### src/design/irpc_ram.sv
// Generic single-write, single-read RAM with registered read data.
// No dependencies.
`default_nettype none

module irpc_ram #(
  parameter int unsigned WIDTH = 8,
  parameter int unsigned DEPTH = 16
) (
  input  wire logic                     clk,
  input  wire logic                     we,
  input  wire logic [$clog2(DEPTH)-1:0] waddr,
  input  wire logic [WIDTH-1:0]         wdata,
  input  wire logic [$clog2(DEPTH)-1:0] raddr,
  output logic      [WIDTH-1:0]         rdata
);

  logic [WIDTH-1:0] mem [DEPTH];

  always_ff @(posedge clk) begin
    if (we) begin
      mem[waddr] <= wdata;
    end
    rdata <= mem[raddr];
  end

endmodule

`default_nettype wire

### config.mk
export PLATFORM = sky130hd
export DESIGN_NAME = irpc_ram
export DESIGN_NICKNAME = d
export VERILOG_FILES = /design/src/design/irpc_ram.sv
export SDC_FILE = /design/constraint.sdc
export NUM_CORES = 1
export LEC_CHECK = 0
export ABC_AREA = 1
export ABC_CLOCK_PERIOD_IN_PS = 1400
export BUFFER_PORTS_ARGS = -buffer_cell sky130_fd_sc_hd__buf_4
export CAP_MARGIN = 20
export CORE_UTILIZATION = 30
export CTS_CLUSTER_DIAMETER = 120
export DETAILED_ROUTE_END_ITERATION = 7
export SLEW_MARGIN = 20
export SYNTH_ARGS = -nofsm -noshare
export SYNTH_HDL_FRONTEND = slang
export SYNTH_SLANG_ARGS = --single-unit
### constraint.sdc
create_clock -name clk -period 1.4 [get_ports clk]
set_clock_uncertainty 0.05 [all_clocks]
set_input_delay 0.07 -clock clk [delete_from_list [all_inputs] [get_ports clk]]
set_output_delay 0.07 -clock clk [all_outputs]
set_load 0.02 [all_outputs]
# Yosys cells after proc, flatten, opt, wreduce, memory -nomap -nowiden
# Memories as Yosys holds them, arrays and structs flattened. A register that Yosys moved wholly into a read port is not among the register bits.
# Index checks and enable logic that the tools add are counted.
# totals
ff_bits,0
inputBits,18
n_memories,1
out_inout_bits,8
word_cells,3
mem_bits_rw,128
# memory_table
name,depth,width,rd,rd_ports_with_merged_regs,wr,line,text
mem,16,8,1,1,1,17,logic [WIDTH-1:0] mem [DEPTH];
# classes
n_mux,2
# op_table
cell,count
$mux W1,2

# Logic depth before layout (Yosys ltp)
# logic_depth
depth_word,2
depth_mapped,8
depth_no_buf,7

# Least setup slack after synthesis
# Ideal clock, no wire load.
# synth_timing
path_type,input -> register
start,input waddr[2]
end,"memory mem[10][0], enable pin"
t_required_ns,0.980
arrival_ns,0.651
path_buffers,0
path_stages,2
slack_ns,0.329
setup_time_ns,0.370
path_cell_list,nand3b_1 nor2_1
# synth_rtl
element,line,text
"start, declared",11,"input wire logic [$clog2(DEPTH)-1:0] waddr,"
"end, declared",17,
# No word-level cell before the write port.

# Worst setup path in the final report
# layout_timing
start,register rdata[7] (read register of mem)
end,output rdata[7]
# layout_rtl
element,line,text
"start, declared",14,output logic [WIDTH-1:0] rdata
# No word-level cell between the ends.

==> qor.txt <==
status = finished, final reports clean
hold wc startpoint = raddr[2]
area of the mapped netlist = 5770 sq um
Ys Warns = 0
total number of vias = 3795
clk buf depth = 2
register area share after synthesis = 69.4%
synthesized instance count = 551
largest net degree at the start of global routing = 65
first-pass GRT wire length = 20.9 mm
Final Hold Vio Count = 0
crit-path max cell delay = 410 ps
Synth area leader = edfxtp_1
largest family of logic cells by synthesized area = simple AND/OR/NAND/NOR gates
Final Critical Period = 1140 ps
first-pass iteration count of the detailed router = 5
Antenna Nets Post-Route = 0
Avg WL per Cell = 15.5 um
Initial Utilization = 30.7%
IO Count = 26
# setup viols final = 0
Area contributors post-synth = edfxtp_1, nand2_1, nand3_1
critical path's slowest cell = dfxtp_1
Die Wd = 141 um
Max VDD drop = 0.000685 V
Arr. time, crit path = 1020 ps
critical path data required time = 1280 ps
proportion of layout cells with a drive suffix above 1 = 12.0%
vias in the first global route = 3703
gp weighted congestion = 0.755
final antenna diode count = 0
LEAKAGE = 2.98 nW
post-synth net total = 569
hold path cells = 6
CTS resizes = 0
Synth Area in XOR/XNOR = 0%
cells along the critical path = buf_4
CP bufs+invs = 1
clock root cell = clkbuf_16
Worst Reg-to-Reg Cells = 6
Die H = 141 um
Top Family by Delay on Critical Path = flip-flops
Critical Path Sink Type = output pin
Power Density = 1320 nW/um^2
average size of a mapped cell = 10.5 sq um
clk sink count = 136
initial antenna violation count = 0
Fill cells = 1871
relative slew slack = 79.7%
# nets final = 622
final number of max-transition violations = 0
Reg-to-Reg Start = mem[7][5]
GRT Resource Usage Total = 14.6%
hold crit path type = input port to flop
Adder-Cell Fraction of Synth Area = 0%
port bufs = 25
WHS = 142 ps
Synth cell types = 12
total chip power = 0.00915 W
Critical Path Source Type = flop
RSZ-0062 raised after global routing = false
CTS Buf Count = 17
number of core rows = 50
DP HPWL = 8.08 mm
CTS tree = built
CTS HTree Levels = 4
GRT Residual Overflow = 0
total routed wirelength = 13.2 mm
FF/Latch Area = 4000 sq um
multiplexer area fraction after synthesis = 0%
Hold Crit Endpoint = rdata[4]
Via density = 4.46
setup total negative slack = 0 ps
clock-pin slew on the worst setup and hold paths = 50 ps
Final period util = 81.3%
Slew @ Worst Pin = 304 ps
area share of the largest cell type after synthesis = 66.7%
CORE AREA = 18800 sq um
area fraction in compound gates after synthesis = 0%
crit path kind = flop to output pin
Post-Synth Simple-Gate Area = 21.0%
final cell utilization of the core = 36.9%
Max-cap violations = 0
max frequency = 879 MHz
DRC viols = 0
DR iter-0 viols = 312
area post-placement = 6320 sq um
die area = 19800 sq um
area grow syn2layout = 20.2%
critical path fanouts, max = 1
Reg2Reg Setup Slack = 350 ps
Multi-input gate area = 1210 sq um
FF+latch count, synth = 136
final instance area = 6930 sq um
Critical R2R Capture = rdata[5]
Worst-Skew Late Latency = 420 ps
-- synthesized netlist by cell type --
cell,number
buf_1,1
buf_2,13
buf_4,4
buf_6,6
dfxtp_1,8
edfxtp_1,128
inv_1,100
inv_2,2
nand2_1,173
nand3_1,97
nand3b_1,2
nor2_1,17
-- per-layer routing --
layer	up-vias	global-route usage [%]	share of wire, %
met5	-	0	0
met4	0	7.04	2.3
met3	20	3.36	4.8
met2	98	22.9	47
met1	1800	19.1	46
li1	1877	-	-
-- state kept, by name, summed over array words and instances (netlist names) --
signal,flops
mem,128
rdata,8
-- layout by cell type (no fill, tap or decap) --
| master | count |
|---|---|
| inv_2 | 2 |
| dfxtp_1 | 8 |
| dlygate4sd3_1 | 9 |
| nand3_1 | 97 |
| nand3b_1 | 2 |
| inv_1 | 100 |
| nor2_1 | 17 |
| clkinv_2 | 3 |
| buf_12 | 5 |
| nand2_1 | 173 |
| clkbuf_16 | 17 |
| edfxtp_1 | 128 |
| clkinv_1 | 1 |
| buf_4 | 44 |
| clkbuf_1 | 8 |
| clkbuf_8 | 3 |
-- cell families after synthesis --
kind of cell / Yosys count
buffers and inverters: 126
AND/OR/NAND/NOR: 289
flip-flops: 136
-- power by group --
group	total, W	switching, W	internal (W)
clock network	0.00390	0.00152	0.00239
registers	0.00459	0.0000392	0.00455
logic	0.000653	0.000424	0.000229
total	0.00915	0.00198	0.00717
-- how the worst max path moves through the flow --
stage                  start    endpoint  slack [ps]  depth (start not counted)
floorplan           waddr[2]  mem[10][0]         330                          2
global placement    raddr[0]    rdata[7]         180                          8
detailed placement  raddr[0]    rdata[7]         170                          8
CTS                 rdata[3]    rdata[3]         250                          1
global route        rdata[6]    rdata[6]         240                          1
finish              rdata[7]    rdata[7]         260                          1
-- area by class of cell --
class                   instances  share of cell area [%]
clock buffers                  28                    7.17
well taps                     234                    4.23
repair buffers                 58                    7.51
clock inverters                 4                   0.271
inverters                     102                    5.53
multi-input cells             289                    17.5
flip-flops and latches        136                    57.8
-- stage by stage --
| step | std cells | setup WS, ps |
|---|---|---|
| after global routing | 851 | 242 |
| after global placement | 810 | 178 |
| after detailed placement | 810 | 171 |
| after floorplan | 551 | 329 |
| after CTS | 851 | 247 |
| final | 851 | 262 |
-- repair_timing --
| item | 4_1_cts | 5_1_grt |
|---|---|---|
| buffers inserted | 0 | 0 |
| hold endpoints to repair | 134 | 0 |
| hold buffers | 9 | 0 |
(Power assumes the default switching activity.)
